`src/hdl/lrc_pkg.sv`:
```
`default_nettype none

package lrc_pkg;

    // result status codes
    localparam logic [2:0] ST_OK        = 3'd0;
    localparam logic [2:0] ST_TRUNC     = 3'd1;
    localparam logic [2:0] ST_CRC       = 3'd2;
    localparam logic [2:0] ST_SHORT     = 3'd3;
    localparam logic [2:0] ST_PAYLOAD   = 3'd4;
    localparam logic [2:0] ST_ROW_ID    = 3'd5;
    localparam logic [2:0] ST_FRAMING   = 3'd6;
    localparam logic [2:0] ST_UNKNOWN   = 3'd7;

    // chunk framing phases
    localparam logic [2:0] PH_IDLE      = 3'd0;
    localparam logic [2:0] PH_IDS_LEN   = 3'd1;
    localparam logic [2:0] PH_IDS       = 3'd2;
    localparam logic [2:0] PH_COUNT     = 3'd3;
    localparam logic [2:0] PH_LEN       = 3'd4;
    localparam logic [2:0] PH_DATA      = 3'd5;
    localparam logic [2:0] PH_DONE      = 3'd6;
    localparam logic [2:0] PH_FAIL      = 3'd7;

    // record classes
    localparam logic [2:0] CL_COMMIT    = 3'd0;
    localparam logic [2:0] CL_BATCH     = 3'd1;
    localparam logic [2:0] CL_DELETE    = 3'd2;
    localparam logic [2:0] CL_UPDATE    = 3'd3;
    localparam logic [2:0] CL_UNKNOWN   = 3'd4;

    // configuration register indexes
    localparam logic [2:0] REG_COMMIT   = 3'd0;
    localparam logic [2:0] REG_INSERT   = 3'd1;
    localparam logic [2:0] REG_ADD_COL  = 3'd2;
    localparam logic [2:0] REG_DELETE   = 3'd3;
    localparam logic [2:0] REG_UPDATE   = 3'd4;

    localparam logic [31:0] CRC_POLY    = 32'h82F63B78;
    localparam logic [32:0] COMMIT_MIN  = 33'd29;
    localparam logic [32:0] DATA_HDR    = 33'd45;
    localparam logic [32:0] RECORD_MIN  = 33'd37;

    typedef struct packed {
        logic       clear;
        logic       start;
        logic [2:0] start_phase;
        logic       take;
    } frm_ctrl_t;

    // reflected crc-32c, one byte
    function automatic logic [31:0] crc_byte(input logic [31:0] c_in, input logic [7:0] b);
        logic [31:0] c;
        c = c_in ^ {24'd0, b};
        for (int i = 0; i < 8; i++) begin
            c = c[0] ? ((c >> 1) ^ CRC_POLY) : (c >> 1);
        end
        return c;
    endfunction

endpackage

`default_nettype wire

```
`src/hdl/lrc_framer.sv`:
```
`default_nettype none

module lrc_framer
    import lrc_pkg::*;
(
    input  wire logic        clk,
    input  wire logic        rst_n,
    input  wire frm_ctrl_t   ctrl,
    input  wire logic [7:0]  data_byte,
    output logic [2:0]       frame_status,
    output logic [31:0]      row_id_bytes
);

    logic [2:0]  phase_reg, phase_next;
    logic [1:0]  fi_reg, fi_next;
    logic [23:0] acc_reg;
    logic [31:0] cl_reg, cl_next;
    logic [31:0] cbl_reg, cbl_next;
    logic [31:0] rid_reg, rid_next;
    logic [31:0] word;
    logic        word_done;
    logic        four_byte;

    assign word      = {data_byte, acc_reg};
    assign four_byte = (phase_reg == PH_IDS_LEN) || (phase_reg == PH_COUNT)
                       || (phase_reg == PH_LEN);
    assign word_done = ctrl.take && four_byte && (fi_reg == 2'd3);

    // framing walk over the payload
    always_comb
    begin
        phase_next = phase_reg;
        fi_next    = fi_reg;
        cl_next    = cl_reg;
        cbl_next   = cbl_reg;
        rid_next   = rid_reg;
        if (ctrl.clear)
        begin
            phase_next = PH_IDLE;
            fi_next    = 2'd0;
        end
        else if (ctrl.start)
        begin
            phase_next = ctrl.start_phase;
            fi_next    = 2'd0;
        end
        else if (ctrl.take)
        begin
            if (four_byte)
                fi_next = fi_reg + 2'd1;
            unique case (phase_reg)
                PH_IDS_LEN:
                begin
                    if (word_done)
                    begin
                        rid_next = word;
                        if (word[2:0] != 3'd0)
                            phase_next = PH_FAIL;
                        else if (word == 32'd0)
                            phase_next = PH_COUNT;
                        else
                        begin
                            cbl_next   = word;
                            phase_next = PH_IDS;
                        end
                    end
                end
                PH_IDS:
                begin
                    cbl_next = cbl_reg - 32'd1;
                    if (cbl_reg == 32'd1)
                        phase_next = PH_COUNT;
                end
                PH_COUNT:
                begin
                    if (word_done)
                    begin
                        cl_next    = word;
                        phase_next = (word != 32'd0) ? PH_LEN : PH_DONE;
                    end
                end
                PH_LEN:
                begin
                    if (word_done)
                    begin
                        if (word == 32'd0)
                        begin
                            cl_next    = cl_reg - 32'd1;
                            phase_next = (cl_reg != 32'd1) ? PH_LEN : PH_DONE;
                        end
                        else
                        begin
                            cbl_next   = word;
                            phase_next = PH_DATA;
                        end
                    end
                end
                PH_DATA:
                begin
                    cbl_next = cbl_reg - 32'd1;
                    if (cbl_reg == 32'd1)
                    begin
                        cl_next    = cl_reg - 32'd1;
                        phase_next = (cl_reg != 32'd1) ? PH_LEN : PH_DONE;
                    end
                end
                default:
                begin
                end
            endcase
        end
    end

    // control state
    always_ff @(posedge clk or negedge rst_n)
    begin
        if (!rst_n)
        begin
            phase_reg <= PH_IDLE;
            fi_reg    <= 2'd0;
        end
        else
        begin
            phase_reg <= phase_next;
            fi_reg    <= fi_next;
        end
    end

    // counters and field bytes, the top byte of a word comes straight from the input
    always_ff @(posedge clk)
    begin
        cl_reg  <= cl_next;
        cbl_reg <= cbl_next;
        rid_reg <= rid_next;
        if (ctrl.take && four_byte && !ctrl.clear && !ctrl.start && (fi_reg != 2'd3))
            acc_reg[8*fi_reg +: 8] <= data_byte;
    end

    // status of the framing at record end
    always_comb
    begin
        unique case (phase_reg)
            PH_IDS_LEN, PH_IDS, PH_FAIL: frame_status = ST_ROW_ID;
            PH_COUNT:                    frame_status = (fi_reg != 2'd0) ? ST_FRAMING : ST_OK;
            PH_LEN, PH_DATA:             frame_status = ST_FRAMING;
            default:                     frame_status = ST_OK;
        endcase
    end

    assign row_id_bytes = rid_reg;

endmodule

`default_nettype wire
```
`config.mk`:
```
export PLATFORM = sky130hd
export DESIGN_NAME = lrc_framer
export DESIGN_NICKNAME = d
export VERILOG_FILES = /design/src/hdl/lrc_pkg.sv /design/src/hdl/lrc_framer.sv
export SDC_FILE = /design/constraint.sdc
export NUM_CORES = 1
export LEC_CHECK = 0
export ABC_AREA = 0
export BUFFER_PORTS_ARGS = -buffer_cell sky130_fd_sc_hd__clkbuf_2
export CORE_AREA = 5 5 91 177
export DETAILED_ROUTE_END_ITERATION = 16
export DIE_AREA = 0 0 96 182
export PLACE_DENSITY = 0.6
export SLEW_MARGIN = 5
export SYNTH_ARGS = -nofsm -noshare
export SYNTH_HDL_FRONTEND = slang
export SYNTH_SLANG_ARGS = --single-unit
```
`constraint.sdc`:
```
create_clock -name clk -period 11.1 [get_ports clk]
set_input_delay 1.11 -clock clk [delete_from_list [all_inputs] [get_ports clk]]
set_output_delay 1.11 -clock clk [all_outputs]
set_load 0.02 [all_outputs]
```
==> results.cfg <==
[sta]
drv_slew = 0
tightestPinTransition_ns = 1.14
fin_tns_setup_ns = 0
slew_headroom_pct = 23.3
rsz0062_at_grt = false
hold_viol_final = 0
skew_ns = 0.00625
max_freq_mhz = 287
setup_viol = 0
post-route-period-util_pct = 31.4
holdWs_ns = 0.509
period_needed_ns = 3.48

[critical_path]
crit_fanout = 32
path_cells = or3_1 > or4_4 > nor4_1 > a31o_2 > nand3_1 > a21oi_4
worst_ep_arrival_time_ns = 3.52
path_delay_family = simple AND/OR/NAND/NOR gates
critPathLaunchType = flip-flop
path_class = flip-flop to flip-flop
cp_slowest_stage_delay_ns = 0.90
critPathRequiredTime_ns = 11.14
path_buf_inv = 0
end_kind = flip-flop
cp_slowest_cell = a21oi_4

[floorplan]
design.core.area_sq_um = 14700
die_h_um = 182
initial_core_util_pct = 42.5
num_rows = 63
pin_count = 51
die_w_um = 96
die_area_sq_um = 17500

[detailed_routing]
dr_total_vias = 4429
post-route-drc-count = 0
drtPass1Iterations = 5
avgRoutedWirePerCell_um = 19.0
ant_nets = 0
drt-total-wl_mm = 15.4
drtIter0Drc = 260
drt-vias-per-instance = 5.46

[global_route]
grt_max_degree = 65
antenna_found_initial = 0
grt_first_pass_wirelength_mm = 24.0
grt_use_total_pct = 18.6
grt_pass1_vias = 4282
gr-total-overflow = 0

[cts]
cts_max_path_buffers = 2
cts_setup_buffers = 0
ctsHoldBuffers = 0
cts-root-buf = clkbuf_16
cts_resized = 0
numClockSinks = 125
cts_tree = built
clk_latency_ns = 0.42
htreeDepth = 4
cts_inserted_buffers = 17
clk_pin_slew_worst_paths_ns = 0.06

[power_and_ir_drop]
p_per_area_nw_per_um2 = 167
vdd_drop_max_v = 0.000113
p_leak_nw = 2.43

[final_layout]
antennaDiodeCount = 0
layout-drive-gt1-share_pct = 16.1
nets = 629
syn_to_final_growth_pct = 17.7

[logic_synthesis]
synth-edff-count = 120
synth_fp_nets = 577
synth.distinct_cells = 45
async_flop_share_pct = 4.00
postSynthCellCount = 551
ys_ff_latch = 125
synth_area_sq_um = 6230
synth_ff_type = edfxtp_1
yosys_warnings = 0
syn_avg_cell_area_sq_um = 11.3
yosysSeqAreaShare_pct = 59.8

[placed_design]
dp.final_hpwl_mm = 11.0
port_buffers = 50
globalplace.congestion = 0.862

[job]
cap_violations = 0

[worst_hold_path]
min_path_type = input port to async pin

[outcome]
outcome = finished clean
-- worst register-to-register path, stage by stage, from the launching register on --
cell and delay [ns]:
edfxtp_1 0.43, or3_1 0.46, or4_4 0.55, nor4_1 0.44, a31o_2 0.17, nand3_1 0.12, a21oi_4 0.90
-- layer usage --
layer  global-route usage, %  wire, um  up-vias
met5                       0         0        -
met4                    7.13       404        0
met3                    3.19       571       25
met2                    31.1      7960      121
met1                    23.7      6440     2153
li1                        -         -     2130
-- metrics by stage --
step                      total power [W]  area [sq um]  worst slack, ns  util, %  cells
final                             0.00123          7330             7.62     50.0    811
after floorplan                  0.000615          6230             6.71        -    551
after global routing              0.00127          7330             7.51     50.0    811
after global placement           0.000645          6710             7.40     45.8    779
after detailed placement         0.000647          6710             7.42     45.8    779
after CTS                         0.00123          7330             7.61     50.0    811
-- placed cells by master, fill, tap and decap left out, types with 4 or more instances in the layout --
cell        netlist  layout
edfxtp_1        120     120
nor2_1           90      90
a21oi_1          60      59
clkbuf_2          0      50
xnor2_1          36      36
and2_1           27      27
nor3_1           27      25
nor4_1           22      22
xor2_1           21      21
nand2_1          19      19
clkbuf_16         0      17
or3_1            12      12
inv_1            11      11
ha_1             10       9
nand4_1           7       7
nand3_1           7       7
o21ai_0           6       6
or4_1             5       5
a31oi_1           5       5
dfrtp_1           5       5
nor3b_1           4       4
clkinvlp_4        0       4
bufinv_16         0       4
clkinv_4          0       4
buf_4             0       4
-- synthesized netlist by cell type, types with 2 or more instances --
library cell    n  area share (%)
nor3b_1         4            0.48
or3_1          12             1.2
nand3_1         7            0.56
xor2_1         21             3.0
a221oi_1        3            0.42
mux2i_1         3            0.48
inv_1          11            0.66
o31ai_1         3            0.36
or4_1           5            0.60
o21bai_1        2            0.24
buf_1           5            0.30
mux2_2          3            0.54
nand3b_1        2            0.24
clkbuf_1       15            0.90
nand4_1         7            0.70
xnor2_1        36             5.1
nand2_1        19             1.1
ha_1           10             2.0
nor4_1         22             2.2
a31oi_1         5            0.50
or2_2           2            0.20
nor2_1         90             5.4
o21ai_0         6            0.48
nor3_1         27             2.2
a21oi_1        60             4.8
and2_1         27             2.7
dfrtp_1         5             2.0
nand4b_1        3            0.42
edfxtp_1      120              58
-- report_power, final --
group / switching (W) / internal [W] / leakage, nW / total (W)
registers: 0.00000944 / 0.000528 / 1.17 / 0.000537
clock network: 0.000214 / 0.000375 / 0.290 / 0.000589
logic: 0.0000649 / 0.0000349 / 0.965 / 0.0000999
-- path summary, 6_finish.rpt --
path                             start                to  slack (ns)  cells past startpoint
max in group asynchronous        rst_n      phase_reg[1]       10.45                      1
hold reg to reg            acc_reg[10]  row_id_bytes[10]        0.53                      0
setup reg to reg           cbl_reg[18]        cl_reg[28]        7.62                      6
setup / recovery           cbl_reg[18]        cl_reg[28]        7.62                      6
min in group clk           acc_reg[10]  row_id_bytes[10]        0.53                      0
hold / removal                   rst_n         fi_reg[1]        0.51                      1
-- area by class of cell --
class,instances,area (sq um)
inverter,11,41.3
multi-input combinational,394,2420
clock inverter,15,198
sequential,125,3730
clock buffer,17,425
tap,195,244
timing repair buffer,54,280
fill,1362,7330
-- cell families after synthesis --
kind of cell	after synthesis	share of synthesized area (%)
fa+ha+maj	10	2.01
mux	6	1.02
flops	125	59.8
simple gates	235	19.4
xor+xnor	57	8.01
compound gates	86	7.81
buf+inv	32	1.95
Power figures use the tool's default switching activity.
